===== config.mk =====
export PLATFORM = sky130hd
export DESIGN_NAME = rgb_led_chain_serializer_flat
export DESIGN_NICKNAME = d
export VERILOG_FILES = /design/src/rlcs_pkg.sv /design/src/rlcs_req_if.sv /design/src/rlcs_rsp_if.sv /design/src/rgb_led_chain_serializer.sv /design/src/flat_wrapper.sv
export SDC_FILE = /design/constraint.sdc
export NUM_CORES = 2
export LEC_CHECK = 0
export BUFFER_PORTS_ARGS = -buffer_cell sky130_fd_sc_hd__buf_4
export CAP_MARGIN = 25
export CORE_MARGIN = 10
export CORE_UTILIZATION = 25
export CTS_BUF_LIST = sky130_fd_sc_hd__clkbuf_4 sky130_fd_sc_hd__clkbuf_8
export CTS_CLUSTER_SIZE = 10
export DETAILED_ROUTE_END_ITERATION = 6
export PLACE_DENSITY = 0.37
export SLEW_MARGIN = 10
export SYNTH_ARGS = -nofsm -noshare
export SYNTH_HDL_FRONTEND = slang
export SYNTH_SLANG_ARGS = --single-unit

===== constraint.sdc =====
create_clock -name i_clk -period 7.9 [get_ports i_clk]
set_input_delay 1.185 -clock i_clk [delete_from_list [all_inputs] [get_ports i_clk]]
set_output_delay 1.185 -clock i_clk [all_outputs]
set_load 0.02 [all_outputs]

===== src/rlcs_pkg.sv =====
// Package for the RGB LED chain serializer: sizes, request kinds, status codes
// and the small helpers for bit selection and phase length.
// No dependencies.
`default_nettype none
package rlcs_pkg;

    // Color store size and address width
    localparam int LED_SLOTS = 64;
    localparam int LED_AW    = $clog2(LED_SLOTS);

    // Request kinds
    localparam logic [1:0] KIND_WRITE = 2'd0;
    localparam logic [1:0] KIND_READ  = 2'd1;
    localparam logic [1:0] KIND_START = 2'd2;
    localparam logic [1:0] KIND_TICK  = 2'd3;

    // Status codes
    localparam logic [1:0] ST_OK      = 2'd0;
    localparam logic [1:0] ST_INVALID = 2'd1;
    localparam logic [1:0] ST_BUSY    = 2'd2;

    // Configuration register indexes
    localparam logic [2:0] CFG_ONE_HIGH  = 3'd0;
    localparam logic [2:0] CFG_ONE_LOW   = 3'd1;
    localparam logic [2:0] CFG_ZERO_HIGH = 3'd2;
    localparam logic [2:0] CFG_ZERO_LOW  = 3'd3;
    localparam logic [2:0] CFG_RESET_LOW = 3'd4;

    // Line phases
    localparam logic [1:0] PH_IDLE  = 2'd0;
    localparam logic [1:0] PH_HIGH  = 2'd1;
    localparam logic [1:0] PH_LOW   = 2'd2;
    localparam logic [1:0] PH_RESET = 2'd3;

    // Bit sent at position pos of a color: green, red, blue, MSB first
    function automatic logic grb_bit(input logic [23:0] color, input logic [4:0] pos);
        logic [23:0] grb;
        grb = {color[15:8], color[23:16], color[7:0]};
        return grb[5'd23 - pos];
    endfunction

    // A phase loaded with zero lasts one tick
    function automatic logic [9:0] at_least_one(input logic [9:0] v);
        return (v == 10'd0) ? 10'd1 : v;
    endfunction

endpackage
`default_nettype wire


===== src/rlcs_req_if.sv =====
// Request channel of the LED chain serializer: valid/ready plus request fields.
// Depends on nothing but the standard types.
`default_nettype none
interface rlcs_req_if;
    logic        valid;
    logic        ready;
    logic [1:0]  kind;
    logic [7:0]  led_index;
    logic [23:0] color_value;

    modport source (output valid, kind, led_index, color_value, input ready);
    modport sink   (input valid, kind, led_index, color_value, output ready);
endinterface
`default_nettype wire


===== src/rlcs_rsp_if.sv =====
// Response channel of the LED chain serializer: valid/ready plus response fields.
// Depends on nothing but the standard types.
`default_nettype none
interface rlcs_rsp_if;
    logic        valid;
    logic        ready;
    logic [1:0]  status;
    logic [23:0] color_out;
    logic        line_level;
    logic        busy_res;
    logic [6:0]  led_count;
    logic        frame_done;

    modport source (output valid, status, color_out, line_level, busy_res, led_count,
                    frame_done, input ready);
    modport sink   (input valid, status, color_out, line_level, busy_res, led_count,
                    frame_done, output ready);
endinterface
`default_nettype wire


===== src/rgb_led_chain_serializer.sv =====
// Top level of the RGB LED chain serializer: color store, serial line sequencer.
// Depends on rlcs_pkg, rlcs_req_if and rlcs_rsp_if.
//
//  channel   direction  handshake      contents
//  i_req     in         valid/ready    kind, led_index, color_value
//  o_rsp     out        valid/ready    status, color_out, line_level, busy_res,
//                                      led_count, frame_done
//  i_cfg_*   in         write enable   register index, data (no read-back)
//
// One request at a time. Writes, rejected requests, starts on an empty chain and
// ticks that need no new color load the response register directly; reads, starts
// on a non-empty chain and ticks that move on to another LED of the chain first
// wait in the finish state for the registered read of the color store.
// Reset is immediate: per-entry valid bits make the whole store read as zero.
// A new request is taken while the response register drains in the same cycle;
// a stalled response holds off further requests.
`default_nettype none
module rgb_led_chain_serializer (
    input  wire         i_clk,
    input  wire         i_rst_n,
    rlcs_req_if.sink    i_req,
    rlcs_rsp_if.source  o_rsp,
    input  wire         i_cfg_we,
    input  wire  [2:0]  i_cfg_idx,
    input  wire  [9:0]  i_cfg_data
);

    localparam int AW = rlcs_pkg::LED_AW;

    // Sequencer states and pending operations after a store read
    localparam logic S_IDLE = 1'b0;
    localparam logic S_FIN  = 1'b1;

    localparam logic [1:0] FIN_READ  = 2'd0;
    localparam logic [1:0] FIN_START = 2'd1;
    localparam logic [1:0] FIN_NEXT  = 2'd2;

    // Configuration registers
    logic [7:0] r_one_hi, r_one_lo, r_zero_hi, r_zero_lo;
    logic [9:0] r_reset_lo;

    // Control state
    logic                 r_state, n_state;
    logic [1:0]           r_fin_op, n_fin_op;
    logic [1:0]           r_phase, n_phase;
    logic [9:0]           r_ticks, n_ticks;
    logic                 r_sending, n_sending;
    logic [6:0]           r_send_led, n_send_led;
    logic [4:0]           r_bit_pos, n_bit_pos;
    logic [6:0]           r_used, n_used;
    logic [23:0]          r_cur, n_cur;
    logic [rlcs_pkg::LED_SLOTS-1:0] r_vld, n_vld;

    // Color store
    logic [23:0] mem [rlcs_pkg::LED_SLOTS];
    logic [23:0] r_rd_data;
    logic        r_rd_vld;
    logic [AW-1:0] rd_addr;
    logic        mem_we;
    logic [23:0] fetched;

    // Response register
    logic        r_out_valid, n_out_valid;
    logic [1:0]  r_o_status;
    logic [23:0] r_o_color;
    logic        r_o_level, r_o_busy, r_o_done;
    logic [6:0]  r_o_count;

    // Response fields being loaded
    logic        load;
    logic [1:0]  ld_status;
    logic [23:0] ld_color;
    logic        ld_level, ld_done, level_fixed;

    logic        accept, idx_ok;
    logic [9:0]  tl;
    logic [4:0]  nb;
    logic [6:0]  nl;
    logic        led_step;

    assign i_req.ready = (r_state == S_IDLE) && (!r_out_valid || o_rsp.ready);
    assign accept      = i_req.valid && i_req.ready;
    assign idx_ok      = i_req.led_index < 8'(rlcs_pkg::LED_SLOTS);
    assign fetched     = r_rd_vld ? r_rd_data : 24'd0;

    // Request decode and line sequencing
    always_comb begin
        n_state     = r_state;
        n_fin_op    = r_fin_op;
        n_phase     = r_phase;
        n_ticks     = r_ticks;
        n_sending   = r_sending;
        n_send_led  = r_send_led;
        n_bit_pos   = r_bit_pos;
        n_used      = r_used;
        n_cur       = r_cur;
        n_vld       = r_vld;
        n_out_valid = r_out_valid && !o_rsp.ready;
        load        = 1'b0;
        ld_status   = rlcs_pkg::ST_OK;
        ld_color    = 24'd0;
        ld_level    = 1'b0;
        ld_done     = 1'b0;
        level_fixed = 1'b0;
        mem_we      = 1'b0;
        rd_addr     = i_req.led_index[AW-1:0];
        tl          = 10'd0;
        nb          = 5'd0;
        nl          = 7'd0;
        led_step    = 1'b0;

        if (r_state == S_FIN) begin
            // Store data is back: finish the pending operation
            load    = 1'b1;
            n_state = S_IDLE;
            unique case (r_fin_op)
                FIN_START, FIN_NEXT: begin
                    n_phase = rlcs_pkg::PH_HIGH;
                    n_cur   = fetched;
                    n_ticks = rlcs_pkg::at_least_one(rlcs_pkg::grb_bit(fetched, 5'd0)
                              ? 10'(r_one_hi) : 10'(r_zero_hi));
                    if (r_fin_op == FIN_NEXT) begin
                        level_fixed = 1'b1;
                        ld_level    = 1'b0;
                    end
                end
                default: begin
                    ld_color = fetched;
                end
            endcase
        end else if (accept) begin
            unique case (i_req.kind)
                rlcs_pkg::KIND_WRITE: begin
                    load = 1'b1;
                    if (!idx_ok) begin
                        ld_status = rlcs_pkg::ST_INVALID;
                    end else if (r_sending) begin
                        ld_status = rlcs_pkg::ST_BUSY;
                    end else begin
                        mem_we = 1'b1;
                        n_vld[i_req.led_index[AW-1:0]] = 1'b1;
                        if (i_req.led_index >= {1'b0, r_used}) begin
                            n_used = 7'(i_req.led_index) + 7'd1;
                        end
                    end
                end
                rlcs_pkg::KIND_READ: begin
                    if (!idx_ok) begin
                        load      = 1'b1;
                        ld_status = rlcs_pkg::ST_INVALID;
                    end else begin
                        n_state  = S_FIN;
                        n_fin_op = FIN_READ;
                    end
                end
                rlcs_pkg::KIND_START: begin
                    if (r_sending) begin
                        load      = 1'b1;
                        ld_status = rlcs_pkg::ST_BUSY;
                    end else begin
                        n_sending  = 1'b1;
                        n_send_led = 7'd0;
                        n_bit_pos  = 5'd0;
                        if (r_used == 7'd0) begin
                            load    = 1'b1;
                            n_phase = rlcs_pkg::PH_RESET;
                            n_ticks = rlcs_pkg::at_least_one(r_reset_lo);
                        end else begin
                            rd_addr  = '0;
                            n_state  = S_FIN;
                            n_fin_op = FIN_START;
                        end
                    end
                end
                default: begin
                    // Time tick
                    level_fixed = 1'b1;
                    ld_level    = (r_phase == rlcs_pkg::PH_HIGH);
                    load        = 1'b1;
                    if (r_phase != rlcs_pkg::PH_IDLE) begin
                        tl      = (r_ticks != 10'd0) ? r_ticks - 10'd1 : 10'd0;
                        n_ticks = tl;
                        if (tl == 10'd0) begin
                            unique case (r_phase)
                                rlcs_pkg::PH_HIGH: begin
                                    n_phase = rlcs_pkg::PH_LOW;
                                    n_ticks = rlcs_pkg::at_least_one(
                                        rlcs_pkg::grb_bit(r_cur, r_bit_pos)
                                        ? 10'(r_one_lo) : 10'(r_zero_lo));
                                end
                                rlcs_pkg::PH_LOW: begin
                                    nb = r_bit_pos + 5'd1;
                                    nl = r_send_led;
                                    if (nb >= 5'd24) begin
                                        nb       = 5'd0;
                                        nl       = r_send_led + 7'd1;
                                        led_step = 1'b1;
                                    end
                                    n_bit_pos  = nb;
                                    n_send_led = nl;
                                    if (nl >= r_used || nl >= 7'(rlcs_pkg::LED_SLOTS)) begin
                                        n_phase = rlcs_pkg::PH_RESET;
                                        n_ticks = rlcs_pkg::at_least_one(r_reset_lo);
                                    end else if (led_step) begin
                                        // Next LED's color comes from the store
                                        load     = 1'b0;
                                        rd_addr  = nl[AW-1:0];
                                        n_state  = S_FIN;
                                        n_fin_op = FIN_NEXT;
                                    end else begin
                                        n_phase = rlcs_pkg::PH_HIGH;
                                        n_ticks = rlcs_pkg::at_least_one(
                                            rlcs_pkg::grb_bit(r_cur, nb)
                                            ? 10'(r_one_hi) : 10'(r_zero_hi));
                                    end
                                end
                                default: begin
                                    n_phase    = rlcs_pkg::PH_IDLE;
                                    n_sending  = 1'b0;
                                    n_send_led = 7'd0;
                                    n_bit_pos  = 5'd0;
                                    ld_done    = 1'b1;
                                end
                            endcase
                        end
                    end
                end
            endcase
        end

        if (!level_fixed) begin
            ld_level = (n_phase == rlcs_pkg::PH_HIGH);
        end
        if (load) begin
            n_out_valid = 1'b1;
        end
    end

    // Color store: one write port, one registered read port
    always_ff @(posedge i_clk) begin
        if (mem_we) begin
            mem[i_req.led_index[AW-1:0]] <= i_req.color_value;
        end
        r_rd_data <= mem[rd_addr];
    end

    always_ff @(posedge i_clk) begin
        if (!i_rst_n) begin
            r_rd_vld <= 1'b0;
        end else begin
            r_rd_vld <= r_vld[rd_addr];
        end
    end

    // Configuration writes
    always_ff @(posedge i_clk) begin
        if (!i_rst_n) begin
            r_one_hi   <= 8'd4;
            r_one_lo   <= 8'd1;
            r_zero_hi  <= 8'd1;
            r_zero_lo  <= 8'd4;
            r_reset_lo <= 10'd200;
        end else if (i_cfg_we) begin
            unique case (i_cfg_idx)
                rlcs_pkg::CFG_ONE_HIGH:  r_one_hi   <= i_cfg_data[7:0];
                rlcs_pkg::CFG_ONE_LOW:   r_one_lo   <= i_cfg_data[7:0];
                rlcs_pkg::CFG_ZERO_HIGH: r_zero_hi  <= i_cfg_data[7:0];
                rlcs_pkg::CFG_ZERO_LOW:  r_zero_lo  <= i_cfg_data[7:0];
                rlcs_pkg::CFG_RESET_LOW: r_reset_lo <= i_cfg_data;
                default: ;
            endcase
        end
    end

    // Control state
    always_ff @(posedge i_clk) begin
        if (!i_rst_n) begin
            r_state     <= S_IDLE;
            r_fin_op    <= FIN_READ;
            r_phase     <= rlcs_pkg::PH_IDLE;
            r_ticks     <= 10'd0;
            r_sending   <= 1'b0;
            r_send_led  <= 7'd0;
            r_bit_pos   <= 5'd0;
            r_used      <= 7'd0;
            r_vld       <= '0;
            r_out_valid <= 1'b0;
        end else begin
            r_state     <= n_state;
            r_fin_op    <= n_fin_op;
            r_phase     <= n_phase;
            r_ticks     <= n_ticks;
            r_sending   <= n_sending;
            r_send_led  <= n_send_led;
            r_bit_pos   <= n_bit_pos;
            r_used      <= n_used;
            r_vld       <= n_vld;
            r_out_valid <= n_out_valid;
        end
    end

    // Cached color of the LED being sent and response payload
    always_ff @(posedge i_clk) begin
        r_cur <= n_cur;
        if (load) begin
            r_o_status <= ld_status;
            r_o_color  <= ld_color;
            r_o_level  <= ld_level;
            r_o_busy   <= n_sending;
            r_o_count  <= n_used;
            r_o_done   <= ld_done;
        end
    end

    assign o_rsp.valid      = r_out_valid;
    assign o_rsp.status     = r_o_status;
    assign o_rsp.color_out  = r_o_color;
    assign o_rsp.line_level = r_o_level;
    assign o_rsp.busy_res   = r_o_busy;
    assign o_rsp.led_count  = r_o_count;
    assign o_rsp.frame_done = r_o_done;

endmodule
`default_nettype wire

===== src/flat_wrapper.sv =====
// flat-port wrapper written by rule: the top's interface ports become plain ports
module rgb_led_chain_serializer_flat 
  (i_clk, i_rst_n, i_cfg_we, i_cfg_idx, i_cfg_data, i_req_valid, i_req_kind, i_req_led_index, i_req_color_value, i_req_ready, o_rsp_valid, o_rsp_status, o_rsp_color_out, o_rsp_line_level, o_rsp_busy_res, o_rsp_led_count, o_rsp_frame_done, o_rsp_ready);
  rlcs_req_if i_req_i ();
  rlcs_rsp_if o_rsp_i ();
  input  wire i_clk;
  input  wire i_rst_n;
  input  wire i_cfg_we;
  input  wire  [2:0] i_cfg_idx;
  input  wire  [9:0] i_cfg_data;
  input wire logic [$bits(i_req_i.valid)-1:0] i_req_valid;
  input wire logic [$bits(i_req_i.kind)-1:0] i_req_kind;
  input wire logic [$bits(i_req_i.led_index)-1:0] i_req_led_index;
  input wire logic [$bits(i_req_i.color_value)-1:0] i_req_color_value;
  output wire logic [$bits(i_req_i.ready)-1:0] i_req_ready;
  output wire logic [$bits(o_rsp_i.valid)-1:0] o_rsp_valid;
  output wire logic [$bits(o_rsp_i.status)-1:0] o_rsp_status;
  output wire logic [$bits(o_rsp_i.color_out)-1:0] o_rsp_color_out;
  output wire logic [$bits(o_rsp_i.line_level)-1:0] o_rsp_line_level;
  output wire logic [$bits(o_rsp_i.busy_res)-1:0] o_rsp_busy_res;
  output wire logic [$bits(o_rsp_i.led_count)-1:0] o_rsp_led_count;
  output wire logic [$bits(o_rsp_i.frame_done)-1:0] o_rsp_frame_done;
  input wire logic [$bits(o_rsp_i.ready)-1:0] o_rsp_ready;
  assign i_req_i.valid = i_req_valid;
  assign i_req_i.kind = i_req_kind;
  assign i_req_i.led_index = i_req_led_index;
  assign i_req_i.color_value = i_req_color_value;
  assign i_req_ready = i_req_i.ready;
  assign o_rsp_valid = o_rsp_i.valid;
  assign o_rsp_status = o_rsp_i.status;
  assign o_rsp_color_out = o_rsp_i.color_out;
  assign o_rsp_line_level = o_rsp_i.line_level;
  assign o_rsp_busy_res = o_rsp_i.busy_res;
  assign o_rsp_led_count = o_rsp_i.led_count;
  assign o_rsp_frame_done = o_rsp_i.frame_done;
  assign o_rsp_i.ready = o_rsp_ready;
  rgb_led_chain_serializer u_core (.i_clk(i_clk), .i_rst_n(i_rst_n), .i_req(i_req_i), .o_rsp(o_rsp_i), .i_cfg_we(i_cfg_we), .i_cfg_idx(i_cfg_idx), .i_cfg_data(i_cfg_data));
endmodule

# Yosys cells after proc, flatten, opt, wreduce, memory -nomap -nowiden
# Memory sizes are Yosys's and may differ from the RTL's. A register that Yosys moved wholly into a read port is not among the register bits.
# Cells that the tools add are included.
[totals]
ff_bits = 203
mem_bits_rw = 1536
inputBits = 52
n_memories = 1
[op_classes]
n_addsub = 6
order_cmp = 10
n_eq_ne = 20
muxes = 143
bitwise = 9
reduce_logical = 44
[mem_list]
columns = ["name", "depth", "width", "read_ports", "rd_ports_with_merged_regs", "write_ports", "line_no", "source"]
rows = [
  ["u_core.mem", 64, 24, 1, 1, 1, "rgb_led_chain_serializer.sv:55", "logic [23:0] mem [rlcs_pkg::LED_SLOTS];"],
]
[ops]
columns = ["op", "n"]
rows = [
  ["$mux 10", 14],
  ["$mux 7", 16],
  ["$or 64x64->64", 1],
  ["$mux 6", 9],
  ["$mux 1", 53],
  ["$logic_not 10->1", 5],
  ["$mux 5", 10],
  ["$pmux 10 s2", 2],
  ["$mux 2", 19],
  ["$pmux 7 s2", 2],
  ["$mux 24", 1],
  ["$mux 8", 3],
  ["$pmux 5 s2", 2],
  ["$reduce_bool 3->1", 5],
  ["$add 7x1->7 const B", 2],
  ["$lt 6x7->1 const B", 2],
  ["$lt 5x6->1 const B", 2],
  ["$pmux 2 s3", 2],
  ["$pmux 6 s2", 1],
  ["$reduce_and 2->1", 6],
  ["$reduce_and 11->1", 1],
  ["$bmux 1 s5", 2],
  ["$reduce_bool 10->1", 1],
  ["$sub 10x1->10 const B", 1],
  ["other kinds (37)", 70],
]

# Depth between registers and ports, before layout
[depth]
word_depth = 23
mapped_depth = 24

# Least setup slack after synthesis
# No wires, ideal clock.
[synth_timing]
path_type = "reg2reg"
from = "register u_core.r_bit_pos[0]"
to = "register u_core.r_rd_vld"
arrival_ns = 4.506
slack_ns = 3.260
path_stages_with_launch = 23
n_path_buf = 6
path_cell_list = "dfxtp_1 -> buf_4 -> nand3_2 -> or3b_2 -> buf_2 -> nand2_1 -> clkbuf_1 -> xnor2_1 -> ha_1 -> nor2b_1 -> o21ai_0 -> a21oi_1 -> o21a_1 -> nand2_1 -> nor4b_4 -> a22oi_1 -> buf_2 -> buf_6 -> buf_2 -> nand2_1 -> o22ai_1 -> a2111oi_0 -> o32ai_1"
[synth_between]
elab_chain_len = 20
elab_cells_between_ends = 29
[synth_rtl]
columns = ["item", "line_no", "source"]
rows = [
  ["start: declaration", "rgb_led_chain_serializer.sv:49", "logic [4:0] r_bit_pos, n_bit_pos;"],
  ["start signal: assignment", "rgb_led_chain_serializer.sv:295", "r_bit_pos <= n_bit_pos;"],
  ["$add 5x1->5 (*)", "rgb_led_chain_serializer.sv:192", "nb = r_bit_pos + 5'd1;"],
  ["$ge 5x5->1 (*)", "rgb_led_chain_serializer.sv:194", "if (nb >= 5'd24) begin"],
  ["$mux 7", "rgb_led_chain_serializer.sv:194", ""],
  ["$mux 7", "rgb_led_chain_serializer.sv:184", "unique case (r_phase)"],
  ["$mux 7", "rgb_led_chain_serializer.sv:183", "if (tl == 10'd0) begin"],
  ["$mux 7", "rgb_led_chain_serializer.sv:180", "if (r_phase != rlcs_pkg::PH_IDLE) begin"],
  ["$mux 7", "rgb_led_chain_serializer.sv:132", "unique case (i_req.kind)"],
  ["$mux 7", "rgb_led_chain_serializer.sv:131", "end else if (accept) begin"],
  ["(+4 left out)", "n/a", ""],
  ["$mux 6 (*)", "rgb_led_chain_serializer.sv:184", ""],
  ["$mux 6 (*)", "rgb_led_chain_serializer.sv:183", ""],
  ["$mux 6 (*)", "rgb_led_chain_serializer.sv:180", ""],
  ["$pmux 6 s2 (*)", "rgb_led_chain_serializer.sv:132", ""],
  ["$mux 6 (*)", "rgb_led_chain_serializer.sv:131", ""],
  ["$mux 6 (*)", "rgb_led_chain_serializer.sv:112", "if (r_state == S_FIN) begin"],
  ["$bmux 1 s6 (*)", "rgb_led_chain_serializer.sv:251", "r_rd_vld <= r_vld[rd_addr];"],
  ["$mux 1 (implied by the code) (*)", "rgb_led_chain_serializer.sv:251", ""],
  ["end signal: assignment", "rgb_led_chain_serializer.sv:251", ""],
  ["end: declaration", "rgb_led_chain_serializer.sv:57", "logic r_rd_vld;"],
]
# Every way passes the cells marked *; elsewhere a longest branch is shown, timed or not. The select of a mux whose other input is x is not followed.
# A chain may end at the register's enable or synchronous reset.

# Final worst setup path
[layout_timing]
from = "register u_core.r_bit_pos[1]"
to = "register u_core.r_rd_data[19] (read register of u_core.mem)"
[layout_between]
elab_chain_len = 18
elab_cells_between_ends = 27
[layout_rtl]
columns = ["item", "line_no", "source"]
rows = [
  ["$add 5x1->5 (*)", "rgb_led_chain_serializer.sv:192", ""],
  ["$ge 5x5->1 (*)", "rgb_led_chain_serializer.sv:194", ""],
  ["$mux 7", "rgb_led_chain_serializer.sv:194", ""],
  ["$mux 7", "rgb_led_chain_serializer.sv:184", ""],
  ["$mux 7", "rgb_led_chain_serializer.sv:183", ""],
  ["$mux 7", "rgb_led_chain_serializer.sv:180", ""],
  ["$mux 7", "rgb_led_chain_serializer.sv:132", ""],
  ["$mux 7", "rgb_led_chain_serializer.sv:131", ""],
  ["(+2 left out)", "n/a", ""],
  ["$logic_or 1x1->1", "rgb_led_chain_serializer.sv:201", "if (nl >= r_used || nl >= 7'(rlcs_pkg::LED_SLOTS)) begin"],
  ["$mux 6 (*)", "rgb_led_chain_serializer.sv:201", ""],
  ["$mux 6 (*)", "rgb_led_chain_serializer.sv:184", ""],
  ["$mux 6 (*)", "rgb_led_chain_serializer.sv:183", ""],
  ["$mux 6 (*)", "rgb_led_chain_serializer.sv:180", ""],
  ["$pmux 6 s2 (*)", "rgb_led_chain_serializer.sv:132", ""],
  ["$mux 6 (*)", "rgb_led_chain_serializer.sv:131", ""],
  ["$mux 6 (*)", "rgb_led_chain_serializer.sv:112", ""],
  ["end: declaration", "rgb_led_chain_serializer.sv:56", "logic [23:0] r_rd_data;"],
]
# Marks and branches as above.

==> results.toml <==
[pwr]
p_leak_nw = 29.7
powerDensity_nw_per_um2 = 243
p_sw_mw = 5.09
total_power_mw = 20.5
peakVddDrop_v = 0.000140
p_int_mw = 15.4
swShare_pct = 24.8
power_frac_clock_pct = 41.9
pwr-share-seq_pct = 50.2
combinationalPowerShare_pct = 7.9

[die]
ioPinCount = 90
rows = 196
dieArea_um2 = 308000
floorplan.initialDensity_pct = 25.1
dieHeight_um = 555
core_um2 = 285000
die_w_um = 555

[worst_hold_path]
whs_path_depth = 1
hp-start = "u_core.r_vld[28]$_SDFFE_PN0P_"
hp-class = "reg2reg"
hold_end = "u_core.r_vld[28]$_SDFFE_PN0P_"

[sta]
fin_crit_ns = 7.36
max_freq_mhz = 136
clock_skew_ns = 0.0718
final-hold-violation-count = 0
slew_viol_final = 0
finalHoldWorstSlack_ns = 0.464
max-slew-margin-rel_pct = 27.6
setup_viol = 0
worst_pin_slew_ns = 1.08
fin_crit_sh_pct = 93.1
rsz0062_at_grt = "false"

[global_routing]
grt_max_degree = 134
antenna_found_initial = 26
grt_pass1_wl_um = 335000
grtUsageTotal_pct = 14.8
grt_pass1_vias = 43824
grt_overflow = 0

[clock_network]
cts_buffers = 330
clkTransAtPathRegs_ns = 0.07
cts_sinks = 1763
insertion_delay_ns = 0.98
cts_resized = 0
cts_setup_buffers = 0
ctsHtreeMaxLevel = 5
ctsRootBufferMaster = "clkbuf_8"
holdBufCountCts = 0
cts_tree = "yes"
ctsLongestPathBuffers = 4

[detailed_routing]
drt_iter0_markers = 3104
drt-total-wl_um = 236000
drc = 2
wl_met2_um = 111000
via_count = 43647
wl_met1_um = 110000
ant_nets = 0
highest_layer = "met4"
drtPass1Iterations = 5
routed-wl-met3_um = 9440
via_per_inst = 4.61
post_drt_wl_per_cell_um = 25.0

[synthesis]
synth_edf_count = 1596
syn_nets = 5210
syn_avg_cell_area_um2 = 13.9
ys_types = 74
async_reset_ff_share_pct = 0
ys.flop_type = "edfxtp_1"
synth_area_um2 = 71500
synth_seq_cells = 1763
synth_cells = 5130
synth_warnings = 0
yosysSeqAreaShare_pct = 71.7

[finish]
regArea_um2 = 51300
areaGrowthSynthToFinish_pct = 17.9
multiInputGateArea_um2 = 19400
drive_above_1_share_pct = 16.8
nFillCells = 28763
nNetsFinal = 5519
layout.core_utilization_pct = 29.6

[run]
cap_violations = 0

[critical_path]
ff2ff_setup_slack_ns = 0.54
cp_max_fo = 93
cp_num_buf_inv = 2
worstSetupStartpointType = "flop"
critical_path_class = "reg2reg"
endpoint_kind = "flop"
cp_top_family = "simple AND/OR/NAND/NOR gates"
crit_path_frequent_cell = "nand2_1"
crit_arrival_ns = 8.22
cpMaxStageDelayCell = "nor4_2"
path_cells = "nand3_2 -> or3b_2 -> nand2_1 -> nand2_1 -> xnor2_1 -> ha_1 -> a21oi_1 -> o21ai_0 -> a21oi_1 -> o21a_1 -> a31o_2 -> nand2_1 -> a22oi_2 -> buf_12 -> buf_4 -> mux2i_1 -> o22ai_1 -> nor4_2 -> and3_1"
reg2regPathDepth = 19
required_ns = 8.77
critPathMaxStageDelay_ns = 0.88
reg2reg_from = "u_core.r_bit_pos[1]$_SDFFE_PN0P_"
r2r-end = "u_core.r_rd_data[19]$_DFF_P_"

[placement]
globalplace.congestion = 0.790
dp_hpwl_um = 137000
io_buffer_count = 89

[run_status]
violations = "design-rule violations"
status = "finished, violations left"
## registers in the layout (all words and copies together), names as in the netlist, 5 cells and up
register / flops
u_core.r_ticks: 10
u_core.r_one_lo: 8
u_core.r_cur: 24
u_core.r_used: 7
u_core.r_zero_hi: 8
u_core.r_one_hi: 8
u_core.r_vld: 64
u_core.r_send_led: 7
u_core.o_rsp.color_out: 24
u_core.mem: 1536
u_core.r_rd_data: 24
u_core.r_bit_pos: 5
u_core.r_reset_lo: 10
u_core.o_rsp.led_count: 7
u_core.r_zero_lo: 8
## cell type report
class | instances | share of cell area, %
Timing Repair Buffer | 280 | 2.96
Multi-Input combinational cell | 3040 | 23.1
Antenna cell | 22 | 0.0653
Clock buffer | 471 | 6.75
Sequential cell | 1763 | 60.8
Inverter | 24 | 0.107
Clock inverter | 96 | 0.662
Tap cell | 3762 | 5.58
## through the flow
stage,area (um2),std cells,worst slack (ns),setup TNS (ns)
2_1_floorplan,71500,5130,3.26,0
3_3_place_gp,77700,8847,-0.335,-0.533
3_5_place_dp,77900,8865,0.477,0
4_1_cts,84200,9432,0.457,0
5_1_grt,84300,9443,0.296,0
6_report,84300,9458,0.543,0
## worst register-to-register path: cells and delay by family (launching register included)
kind	cells	cell delay [ns]
adder cells (fa/ha/maj)	1	0.35
flip-flops	1	0.61
AND/OR/NAND/NOR	7	2.63
XOR/XNOR	1	0.47
multiplexers	1	0.28
AO/OA/AOI/OAI	7	1.60
buffers and inverters	2	1.35
## cell usage after synthesis (4+ instances only)
library cell  number  area (um2)
a211oi_1          15         113
a21boi_0          35         263
a21o_1            10        75.1
a21oi_1          239        1200
a221oi_1           7        61.3
a22o_1             7        61.3
a22oi_1            6        45.0
a31oi_1            9        56.3
and2_1            37         231
and3_1            55         344
buf_1             15        56.3
buf_2            113         566
buf_4             12        90.1
buf_6              4        45.0
clkbuf_1         159         597
dfxtp_1          167        3340
edfxtp_1        1596       47900
ha_1              28         350
inv_1             22        82.6
mux2_2            23         259
mux2i_1          637        6380
mux4_2             7         158
nand2_1          918        3450
nand2b_1          10        62.6
nand3_1          412        2060
nand3b_1           7        52.6
nand4_1           22         138
nor2_1           123         462
nor2b_1           23         144
nor3_1            22         110
nor3b_1           15         113
nor4_1            82         513
o211ai_1           4        30.0
o21a_1            67         503
o21ai_0           36         180
o22ai_1           99         619
or2_2              4        25.0
or3_1             10        62.6
xnor2_1           16         140
## kinds of logic after synthesis
family / after synthesis / share of synthesized area (%)
flops: 1763 / 71.7
simple gates: 1756 / 11.1
mux: 667 / 9.50
compound gates: 571 / 4.96
buf+inv: 327 / 2.02
fa+ha+maj: 28 / 0.490
xor+xnor: 18 / 0.221
## metal layers
metal  GRT usage [%]  vias to the layer above
met1            20.4                    22372
met3            2.20                      339
li1                -                    19917
met5               0                        -
met4            3.73                        0
met2            24.3                     1019
## how the worst max path moves through the flow
| stage | from | to | cells past startpoint |
|---|---|---|---|
| after floorplan | u_core.r_bit_pos[0]$_SDFFE_PN0P_ | u_core.r_rd_vld$_SDFF_PN0_ | 22 |
| after global placement | u_core.r_bit_pos[1]$_SDFFE_PN0P_ | u_core.r_rd_data[17]$_DFF_P_ | 19 |
| after detailed placement | u_core.r_bit_pos[1]$_SDFFE_PN0P_ | u_core.r_rd_data[3]$_DFF_P_ | 19 |
| after CTS | u_core.r_bit_pos[1]$_SDFFE_PN0P_ | u_core.r_rd_data[3]$_DFF_P_ | 19 |
| after global routing | u_core.r_bit_pos[1]$_SDFFE_PN0P_ | u_core.r_rd_data[19]$_DFF_P_ | 20 |
| final | u_core.r_bit_pos[1]$_SDFFE_PN0P_ | u_core.r_rd_data[19]$_DFF_P_ | 19 |
## cell usage in the layout (no fill, tap or decap), drive strengths merged, types with 16 or more instances in the layout
| cell type | instances |
|---|---|
| buf | 280 |
| dfxtp | 167 |
| and2 | 38 |
| o21ai | 36 |
| nand4 | 22 |
| o21a | 67 |
| clkinv | 80 |
| inv | 33 |
| nand2 | 918 |
| nand3 | 413 |
| edfxtp | 1596 |
| nor4 | 83 |
| a21boi | 35 |
| nor2b | 23 |
| nor2 | 123 |
| mux2 | 23 |
| ha | 28 |
| and3 | 55 |
| nor3 | 23 |
| mux2i | 637 |
| xnor2 | 16 |
| diode | 22 |
| a21oi | 240 |
| o22ai | 99 |
| clkbuf | 471 |
## power groups by stage
stage	logic, mW	registers, mW	clock network (mW)
2_1_floorplan	0.852	10.5	0
3_3_place_gp	1.64	10.5	0
3_5_place_dp	1.65	10.5	0
4_1_cts	1.66	10.3	8.91
5_1_grt	1.75	10.3	9.30
6_report	1.62	10.3	8.58
Note: power is estimated with default switching activity, not from simulation.
